===== src/hw/rtl/pwmhl_pkg.sv =====
// Shared constants and types for the PWM high/low time capture unit.
package pwmhl_pkg;

  localparam int unsigned CountWidth  = 16;
  localparam int unsigned PeriodWidth = CountWidth + 1;
  localparam int unsigned TimeW       = 16;
  localparam int unsigned PeriodOutW  = 17;
  localparam int unsigned DutyW       = 7;
  localparam int unsigned ScaleW      = 30;
  localparam int unsigned Percent     = 100;
  localparam int unsigned DutyDivW    = CountWidth + DutyW;
  localparam int unsigned DivW        = (DutyDivW > ScaleW) ? DutyDivW : ScaleW;
  localparam int unsigned DivCntW     = $clog2(DivW);
  localparam int unsigned InDataW     = 8;
  localparam int unsigned OutRawW     = 2 * TimeW + PeriodOutW + DutyW + ScaleW;
  localparam int unsigned OutDataW    = ((OutRawW + 7) / 8) * 8;
  localparam int unsigned OutUserW    = 2;

  localparam logic [ScaleW-1:0] ScaleReset = ScaleW'(1000000);

  typedef enum logic [1:0] {
    PhaseWait = 2'd0,
    PhaseHigh = 2'd1,
    PhaseLow  = 2'd2
  } phase_e;

  typedef enum logic [4:0] {
    StIdle  = 5'b00001,
    StCheck = 5'b00010,
    StDuty  = 5'b00100,
    StFreq  = 5'b01000,
    StWrite = 5'b10000
  } ctrl_state_e;

  typedef struct packed {
    logic step;
    logic load_duty;
    logic div_step;
    logic duty_done;
    logic freq_done;
    logic load_out;
  } cmd_t;

  typedef struct packed {
    logic calc_go;
    logic div_last;
    logic out_free;
  } status_t;

endpackage


===== src/hw/rtl/pwm_high_low_time_capture_unit.sv =====
// Top level of the PWM high/low time capture unit.
//
//   channel  | direction | payload
//   ---------+-----------+-----------------------------------------------------
//   s_axis   | in        | tdata[0] pin_level
//   m_axis   | out       | tdata: high, low, period, duty, frequency; tuser: flags
//   cfg      | in        | cfg_data_i freq_scale
//
// An item without a new high or low capture goes through accept, check and output load.
// After a capture or a freq_scale write, once both times are measured, the shared
// 1-bit-per-cycle divider runs twice (duty, then frequency) before the output load.
// Reset waits for a real rising edge; duty and frequency read 0 until measured.
// A result waiting in the output register does not block the next input item.
module pwm_high_low_time_capture_unit (
  input  logic                               clk_i,
  input  logic                               rst_ni,
  input  logic                               s_axis_tvalid_i,
  output logic                               s_axis_tready_o,
  input  logic [pwmhl_pkg::InDataW-1:0]      s_axis_tdata_i,  // [0] pin_level
  output logic                               m_axis_tvalid_o,
  input  logic                               m_axis_tready_i,
  // [15:0] high_time, [31:16] low_time, [48:32] period_ticks,
  // [55:49] duty_percent, [85:56] frequency
  output logic [pwmhl_pkg::OutDataW-1:0]     m_axis_tdata_o,
  output logic [pwmhl_pkg::OutUserW-1:0]     m_axis_tuser_o,  // [0] measured, [1] overflow
  input  logic                               cfg_valid_i,
  output logic                               cfg_ready_o,
  input  logic [pwmhl_pkg::ScaleW-1:0]       cfg_data_i       // freq_scale
);

  pwmhl_pkg::cmd_t    cmd;
  pwmhl_pkg::status_t status;
  logic               cfg_we;

  assign cfg_we = cfg_valid_i & cfg_ready_o;

  pwmhl_ctrl u_ctrl (
    .clk_i           (clk_i),
    .rst_ni          (rst_ni),
    .s_axis_tvalid_i (s_axis_tvalid_i),
    .s_axis_tready_o (s_axis_tready_o),
    .cfg_ready_o     (cfg_ready_o),
    .status_i        (status),
    .cmd_o           (cmd)
  );

  pwmhl_datapath u_datapath (
    .clk_i       (clk_i),
    .rst_ni      (rst_ni),
    .cmd_i       (cmd),
    .status_o    (status),
    .pin_level_i (s_axis_tdata_i[0]),
    .cfg_we_i    (cfg_we),
    .cfg_data_i  (cfg_data_i),
    .m_valid_o   (m_axis_tvalid_o),
    .m_ready_i   (m_axis_tready_i),
    .m_data_o    (m_axis_tdata_o),
    .m_user_o    (m_axis_tuser_o)
  );

endmodule


===== src/hw/rtl/pwmhl_ctrl.sv =====
// Controller state machine: sequences sample update, divisions and output load.
module pwmhl_ctrl (
  input  logic               clk_i,
  input  logic               rst_ni,
  input  logic               s_axis_tvalid_i,
  output logic               s_axis_tready_o,
  output logic               cfg_ready_o,
  input  pwmhl_pkg::status_t status_i,
  output pwmhl_pkg::cmd_t    cmd_o
);

  pwmhl_pkg::ctrl_state_e state_q, state_d;

  always_ff @(posedge clk_i or negedge rst_ni) begin
    if (!rst_ni) begin
      state_q <= pwmhl_pkg::StIdle;
    end else begin
      state_q <= state_d;
    end
  end

  assign s_axis_tready_o = (state_q == pwmhl_pkg::StIdle);
  assign cfg_ready_o     = (state_q == pwmhl_pkg::StIdle);

  always_comb begin
    state_d = state_q;
    cmd_o   = '0;
    unique case (state_q)
      pwmhl_pkg::StIdle: begin
        if (s_axis_tvalid_i) begin
          cmd_o.step = 1'b1;
          state_d    = pwmhl_pkg::StCheck;
        end
      end
      pwmhl_pkg::StCheck: begin
        if (status_i.calc_go) begin
          cmd_o.load_duty = 1'b1;
          state_d         = pwmhl_pkg::StDuty;
        end else begin
          state_d = pwmhl_pkg::StWrite;
        end
      end
      pwmhl_pkg::StDuty: begin
        cmd_o.div_step = 1'b1;
        if (status_i.div_last) begin
          cmd_o.duty_done = 1'b1;
          state_d         = pwmhl_pkg::StFreq;
        end
      end
      pwmhl_pkg::StFreq: begin
        cmd_o.div_step = 1'b1;
        if (status_i.div_last) begin
          cmd_o.freq_done = 1'b1;
          state_d         = pwmhl_pkg::StWrite;
        end
      end
      pwmhl_pkg::StWrite: begin
        if (status_i.out_free) begin
          cmd_o.load_out = 1'b1;
          state_d        = pwmhl_pkg::StIdle;
        end
      end
      default: begin
        state_d = pwmhl_pkg::StIdle;
      end
    endcase
  end

endmodule


===== src/hw/rtl/pwmhl_datapath.sv =====
// Datapath: edge capture, tick counter, shared restoring divider, output register.
module pwmhl_datapath (
  input  logic                                clk_i,
  input  logic                                rst_ni,
  input  pwmhl_pkg::cmd_t                     cmd_i,
  output pwmhl_pkg::status_t                  status_o,
  input  logic                                pin_level_i,
  input  logic                                cfg_we_i,
  input  logic [pwmhl_pkg::ScaleW-1:0]        cfg_data_i,
  output logic                                m_valid_o,
  input  logic                                m_ready_i,
  output logic [pwmhl_pkg::OutDataW-1:0]      m_data_o,
  output logic [pwmhl_pkg::OutUserW-1:0]      m_user_o
);

  localparam logic [pwmhl_pkg::CountWidth-1:0] CountTop = '1;

  pwmhl_pkg::phase_e                   phase_q, phase_d;
  logic [pwmhl_pkg::CountWidth-1:0]    tick_q, tick_d;
  logic [pwmhl_pkg::CountWidth-1:0]    high_q, high_d;
  logic [pwmhl_pkg::CountWidth-1:0]    low_q, low_d;
  logic                                prev_q, prev_d;
  logic                                have_high_q, have_high_d;
  logic                                have_low_q, have_low_d;
  logic                                sat_q, sat_d;
  logic                                recalc_q, recalc_d;
  logic [pwmhl_pkg::ScaleW-1:0]        scale_q, scale_d;
  logic [pwmhl_pkg::DutyW-1:0]         duty_q, duty_d;
  logic [pwmhl_pkg::ScaleW-1:0]        freq_q, freq_d;

  logic [pwmhl_pkg::PeriodWidth-1:0]   rem_q, rem_d;
  logic [pwmhl_pkg::DivW-1:0]          quo_q, quo_d;
  logic [pwmhl_pkg::DivCntW-1:0]       cnt_q, cnt_d;

  logic                                m_valid_q, m_valid_d;
  logic [pwmhl_pkg::OutDataW-1:0]      m_data_q, m_data_d;
  logic [pwmhl_pkg::OutUserW-1:0]      m_user_q, m_user_d;

  logic                                rising, falling, cap, measured;
  logic [pwmhl_pkg::PeriodWidth-1:0]   period;
  logic [pwmhl_pkg::PeriodWidth:0]     rem_sh;
  logic                                q_bit;
  logic [pwmhl_pkg::PeriodWidth-1:0]   rem_next;
  logic [pwmhl_pkg::DivW-1:0]          quo_next;

  assign rising   = pin_level_i & ~prev_q;
  assign falling  = ~pin_level_i & prev_q;
  assign measured = have_high_q & have_low_q;
  assign period   = pwmhl_pkg::PeriodWidth'(high_q) + pwmhl_pkg::PeriodWidth'(low_q);

  // one restoring division step
  assign rem_sh   = {rem_q, quo_q[pwmhl_pkg::DivW-1]};
  assign q_bit    = (rem_sh >= {1'b0, period});
  assign rem_next = q_bit ? pwmhl_pkg::PeriodWidth'(rem_sh - {1'b0, period})
                          : pwmhl_pkg::PeriodWidth'(rem_sh);
  assign quo_next = {quo_q[pwmhl_pkg::DivW-2:0], q_bit};

  assign status_o.calc_go  = recalc_q & measured & (period != '0);
  assign status_o.div_last = (cnt_q == pwmhl_pkg::DivCntW'(pwmhl_pkg::DivW - 1));
  assign status_o.out_free = ~m_valid_q | m_ready_i;

  always_comb begin
    phase_d     = phase_q;
    tick_d      = tick_q;
    high_d      = high_q;
    low_d       = low_q;
    prev_d      = prev_q;
    have_high_d = have_high_q;
    have_low_d  = have_low_q;
    sat_d       = sat_q;
    recalc_d    = recalc_q;
    cap         = 1'b0;

    if (cmd_i.step) begin
      unique case (phase_q)
        pwmhl_pkg::PhaseHigh: begin
          if (falling) begin
            high_d      = tick_q;
            have_high_d = 1'b1;
            phase_d     = pwmhl_pkg::PhaseLow;
            cap         = 1'b1;
            recalc_d    = 1'b1;
          end
        end
        pwmhl_pkg::PhaseLow: begin
          if (rising) begin
            low_d      = tick_q;
            have_low_d = 1'b1;
            phase_d    = pwmhl_pkg::PhaseHigh;
            cap        = 1'b1;
            recalc_d   = 1'b1;
          end
        end
        default: begin
          if (rising) begin
            phase_d = pwmhl_pkg::PhaseHigh;
            cap     = 1'b1;
          end
        end
      endcase

      priority if (cap) begin
        tick_d = pwmhl_pkg::CountWidth'(1);
        sat_d  = 1'b0;
      end else if (phase_q == pwmhl_pkg::PhaseHigh || phase_q == pwmhl_pkg::PhaseLow) begin
        if (tick_q == CountTop) begin
          sat_d = 1'b1;
        end else begin
          tick_d = tick_q + pwmhl_pkg::CountWidth'(1);
        end
      end else begin
        tick_d = '0;
      end
      prev_d = pin_level_i;
    end

    if (cfg_we_i) begin
      recalc_d = 1'b1;
    end
    if (cmd_i.freq_done) begin
      recalc_d = 1'b0;
    end
  end

  assign scale_d = cfg_we_i ? cfg_data_i : scale_q;

  always_comb begin
    rem_d  = rem_q;
    quo_d  = quo_q;
    cnt_d  = cnt_q;
    duty_d = duty_q;
    freq_d = freq_q;
    priority if (cmd_i.load_duty) begin
      rem_d = '0;
      quo_d = pwmhl_pkg::DivW'(high_q) * pwmhl_pkg::DivW'(pwmhl_pkg::Percent);
      cnt_d = '0;
    end else if (cmd_i.duty_done) begin
      duty_d = pwmhl_pkg::DutyW'(quo_next);
      rem_d  = '0;
      quo_d  = pwmhl_pkg::DivW'(scale_q);
      cnt_d  = '0;
    end else if (cmd_i.freq_done) begin
      freq_d = pwmhl_pkg::ScaleW'(quo_next);
    end else if (cmd_i.div_step) begin
      rem_d = rem_next;
      quo_d = quo_next;
      cnt_d = cnt_q + pwmhl_pkg::DivCntW'(1);
    end
  end

  always_comb begin
    m_valid_d = m_valid_q;
    m_data_d  = m_data_q;
    m_user_d  = m_user_q;
    if (m_ready_i) begin
      m_valid_d = 1'b0;
    end
    if (cmd_i.load_out) begin
      m_valid_d = 1'b1;
      m_data_d  = pwmhl_pkg::OutDataW'({freq_q, duty_q,
                                        pwmhl_pkg::PeriodOutW'(period),
                                        pwmhl_pkg::TimeW'(low_q),
                                        pwmhl_pkg::TimeW'(high_q)});
      m_user_d  = {sat_q, measured};
    end
  end

  always_ff @(posedge clk_i or negedge rst_ni) begin
    if (!rst_ni) begin
      phase_q     <= pwmhl_pkg::PhaseWait;
      tick_q      <= '0;
      high_q      <= '0;
      low_q       <= '0;
      prev_q      <= 1'b1;
      have_high_q <= 1'b0;
      have_low_q  <= 1'b0;
      sat_q       <= 1'b0;
      recalc_q    <= 1'b0;
      scale_q     <= pwmhl_pkg::ScaleReset;
      duty_q      <= '0;
      freq_q      <= '0;
      cnt_q       <= '0;
      m_valid_q   <= 1'b0;
    end else begin
      phase_q     <= phase_d;
      tick_q      <= tick_d;
      high_q      <= high_d;
      low_q       <= low_d;
      prev_q      <= prev_d;
      have_high_q <= have_high_d;
      have_low_q  <= have_low_d;
      sat_q       <= sat_d;
      recalc_q    <= recalc_d;
      scale_q     <= scale_d;
      duty_q      <= duty_d;
      freq_q      <= freq_d;
      cnt_q       <= cnt_d;
      m_valid_q   <= m_valid_d;
    end
  end

  always_ff @(posedge clk_i) begin
    rem_q    <= rem_d;
    quo_q    <= quo_d;
    m_data_q <= m_data_d;
    m_user_q <= m_user_d;
  end

  assign m_valid_o = m_valid_q;
  assign m_data_o  = m_data_q;
  assign m_user_o  = m_user_q;

endmodule


===== config.mk =====
export PLATFORM = sky130hd
export DESIGN_NAME = pwm_high_low_time_capture_unit
export DESIGN_NICKNAME = d
export VERILOG_FILES = /design/src/hw/rtl/pwmhl_pkg.sv /design/src/hw/rtl/pwm_high_low_time_capture_unit.sv /design/src/hw/rtl/pwmhl_ctrl.sv /design/src/hw/rtl/pwmhl_datapath.sv
export SDC_FILE = /design/constraint.sdc
export NUM_CORES = 1
export LEC_CHECK = 0
export ABC_AREA = 1
export BUFFER_PORTS_ARGS = -buffer_cell sky130_fd_sc_hd__buf_4
export CAP_MARGIN = 25
export CORE_AREA = 8 8 206 208
export CTS_CLUSTER_DIAMETER = 150
export DETAILED_ROUTE_END_ITERATION = 8
export DIE_AREA = 0 0 214 216
export SLEW_MARGIN = 30
export SYNTH_ARGS = -nofsm -noshare
export SYNTH_HDL_FRONTEND = slang
export SYNTH_HIERARCHICAL = 1
export SYNTH_SLANG_ARGS = --single-unit

===== constraint.sdc =====
create_clock -name clk_i -period 11.6 [get_ports clk_i]
set_input_delay 1.74 -clock clk_i [delete_from_list [all_inputs] [get_ports clk_i]]
set_output_delay 1.74 -clock clk_i [all_outputs]
set_load 0.005 [all_outputs]

==> impl_metrics.yaml <==
route:
  viasPerCell: 4.73
  routed_wl_um: 33100
  drt-initial-drc-count: 474
  detail_route.wl_per_cell_um: 15.7
  vias: 9981
  ant_nets: 0
  drc: 0
  firstDrtPassIters: 5
clocking:
  clk_pin_slew_worst_paths_ps: 60
  cts_hold_buf: 0
  cts.sinks: 268
  clock_path_buffers: 3
  htreeDepth: 1
  clkLatencyLatePin_ps: 550
  cts_setup_buffers: 0
  cts_tree: "built"
  numCtsBuffers: 29
  cts_root_buf: "clkbuf_16"
  cts-resized-gates: 0
synth:
  synth_flop_cell: "dfrtp_1"
  synth_compound_area_frac: 0.115
  synth_area_leaders: "edfxtp_1 24%, dfrtp_1 23%, nand2_1 8.4%"
  synth_most_common_cell: "nand2_1"
  ys_top_cells_by_count: "304 x nand2_1, 219 x inv_1, 124 x dfrtp_1, 112 x o21ai_0, 109 x edfxtp_1"
  synth_top_cell_area_share: 0.242
  ys_ff_latch: 268
  yosysWarnings: 6
  synth_edf_count: 109
  async_reset_ff_frac: 0.496
  yosysUniqueCellTypes: 53
  synthSimpleGateAreaFrac: 0.163
  synthXorXnorAreaFrac: 0.0149
  synth_mux_area_frac: 0
  post_synth_instance_area_um2: 13500
  ys_seq_area_frac: 0.528
  synthAdderAreaFrac: 0.102
  syn_inst: 1439
  synth_top_family_by_area: "simple AND/OR/NAND/NOR gates"
  yosysTopAreaCell: "edfxtp_1"
  synth_area_per_cell_um2: 9.40
layout:
  nets: 1709
  diodes: 0
  final_util: 0.409
  drive_gt1_frac: 0.156
  layout-area-overhead-vs-synth_pct: 18.6
place:
  place.gp.congestion: 0.884
  portBuffers: 126
  hpwlAfterDp_um: 24400
floorplanning:
  fp.dieH_um: 216
  coreArea_um2: 39200
  die_w_um: 214
  placementRows: 73
  io_pins: 136
  dieArea_um2: 46200
  initial_utilization: 0.345
worst_hold_path:
  hold_path_class: "flip-flop to flip-flop"
  hp-start: "u_datapath/freq_q[27]$_DFFE_PN0P_"
global_route:
  grt_pass1_vias: 10200
  antenna_found_initial: 0
  gr-total-overflow: 0
  grt.total_usage: 0.141
  grt_pass1_wl_um: 53500
  grt_max_degree: 68
setup_path:
  cp_common_cell: "nand3_2"
  cp-end-kind: "flip-flop"
  cp.arrival_ps: 6100
  cp-start-kind: "flip-flop"
  critical_path_class: "flip-flop to flip-flop"
  crit_fanout: 31
  max_stage_delay_ps: 960
  crit_chain: "ha_1, fa_1, nand3_1, nand3_2, nand3_2, nand3_2, a21boi_1, xor2_1, nand2_1, nor2_1, nand3_1, o21ai_1, inv_1, nand4_1, inv_1, nor2_1, clkinv_1, o221ai_1"
  critical_path.top_delay_family: "simple AND/OR/NAND/NOR gates"
  cp_num_buf_inv: 3
  cpMaxStageDelayCell: "clkinv_1"
  cp.required_ps: 11920
  timing.rr.start: "u_datapath/high_q[0]$_DFFE_PN0P_"
  cp-startpoint: "u_datapath/high_q[0]$_DFFE_PN0P_"
sta:
  fin_crit_sh: 0.498
  tightest_slew_ps: 908
  hold_viol: 0
  relSlewSlack: 0.391
  max_freq_mhz: 173
  fin_worst_skew_ps: 20.5
  rsz0062_at_grt: "no"
  fin_crit_ps: 5780
  setup_tns_ps: 0
  setup_violations: 0
  maxSlewViolCount: 0
power:
  ir_worst_vdd_mv: 0.117
  switching_power_mw: 1.57
  combPwrFrac: 0.414
  seqPwrFrac: 0.341
  p_leak_nw: 7.45
  p_per_area_nw_per_um2: 244
  p_sw_frac: 0.400
  finalPower_mw: 3.91
  p_int_mw: 2.35
  p_clk_frac: 0.246
status:
  outcome: "complete, no violations"
job:
  cap_violations: 0
## metal layers
metal	GRT usage	routed length, um	up-vias
li1	-	-	5023
met1	0.179	15000	4731
met2	0.248	16000	178
met3	0.0239	1410	49
met4	0.0329	695	0
met5	0	0	-
## worst reg2reg max path, cell delays in order, from the launching register on
cell,delay [ps]
dfrtp_1,490
ha_1,330
fa_1,420
nand3_1,110
nand3_2,130
nand3_2,130
nand3_2,110
a21boi_1,230
xor2_1,400
nand2_1,90
nor2_1,170
nand3_1,140
o21ai_1,140
inv_1,80
nand4_1,100
inv_1,290
nor2_1,740
clkinv_1,960
o221ai_1,510
## layout make-up
cell class                 count  area [um^2]
sequential                   268         7130
clock buffer                  30          729
timing repair buffer         131         1010
tap                          525          657
multi-input combinational    901         5360
fill                        3902        23100
clock inverter                23          275
inverter                     233          876
## through the flow
step / area, um^2 / hold slack (ps) / instances / setup WS, ps
2_1_floorplan: 13500 / 425 / 1440 / 5500
3_3_place_gp: 15000 / 433 / 2057 / 5970
3_5_place_dp: 15000 / 432 / 2058 / 6010
4_1_cts: 16000 / 448 / 2111 / 5960
5_1_grt: 16000 / 461 / 2111 / 5290
6_report: 16000 / 448 / 2111 / 5820
## cell usage in the layout, fill, tap and decap left out, drive strengths merged, types with 8 or more instances in the layout
master / count
a21oi: 65
a22oi: 8
buf: 131
clkbuf: 30
clkinv: 16
dfrtp: 124
dfstp: 9
dfxtp: 26
edfxtp: 109
fa: 13
ha: 89
inv: 231
nand2: 316
nand3: 68
nand4: 12
nor2: 83
nor3: 9
o21ai: 147
o221ai: 19
xnor2: 8
xor2: 15
## registers in the layout, summed over array words and instances (netlist names)
name	flops
u_datapath/prev_q	1
u_datapath/quo_q	30
u_datapath/high_q	16
u_datapath/duty_q	7
u_datapath/have_high_q	1
u_datapath/tick_q	16
u_datapath/sat_q	1
u_datapath/have_low_q	1
u_datapath/phase_q	2
u_datapath/recalc_q	1
u_datapath/cnt_q	5
u_datapath/freq_q	30
u_datapath/rem_q	17
u_datapath/m_data_o	86
u_datapath/scale_q	30
u_datapath/m_user_o	2
u_ctrl/state_q	5
u_datapath/low_q	16
u_datapath/m_valid_o	1
## cell families after synthesis
group / Yosys count
AO/OA/AOI/OAI: 273
XOR/XNOR: 23
adder cells (fa/ha/maj): 102
buffers and inverters: 271
flip-flops: 268
other: 1
AND/OR/NAND/NOR: 501
## worst paths after layout
| kind | slack [ps] | endpoint | depth (start not counted) |
|---|---|---|---|
| worst max-delay path | 5820 | u_datapath/quo_q[15]$_DFFE_PP_ | 18 |
| worst min-delay path | 450 | u_datapath/m_data_o[83]$_DFFE_PP_ | 0 |
| worst max register to register | 5820 | u_datapath/quo_q[15]$_DFFE_PP_ | 18 |
| worst min register to register | 450 | u_datapath/m_data_o[83]$_DFFE_PP_ | 0 |
| max in group asynchronous | 9350 | u_datapath/scale_q[7]$_DFFE_PN0P_ | 2 |
| min in group asynchronous | 1220 | u_datapath/duty_q[0]$_DFFE_PN0P_ | 1 |
## power groups by stage
stage	Sequential (mW)	Clock (mW)	Combinational, mW
after global routing	1.35	1.03	1.86
after global placement	1.35	0	1.60
after detailed placement	1.35	0	1.62
after CTS	1.33	0.991	1.63
after floorplan	1.31	0	1.26
final	1.33	0.962	1.62
Note: power is estimated with default switching activity, not from simulation.
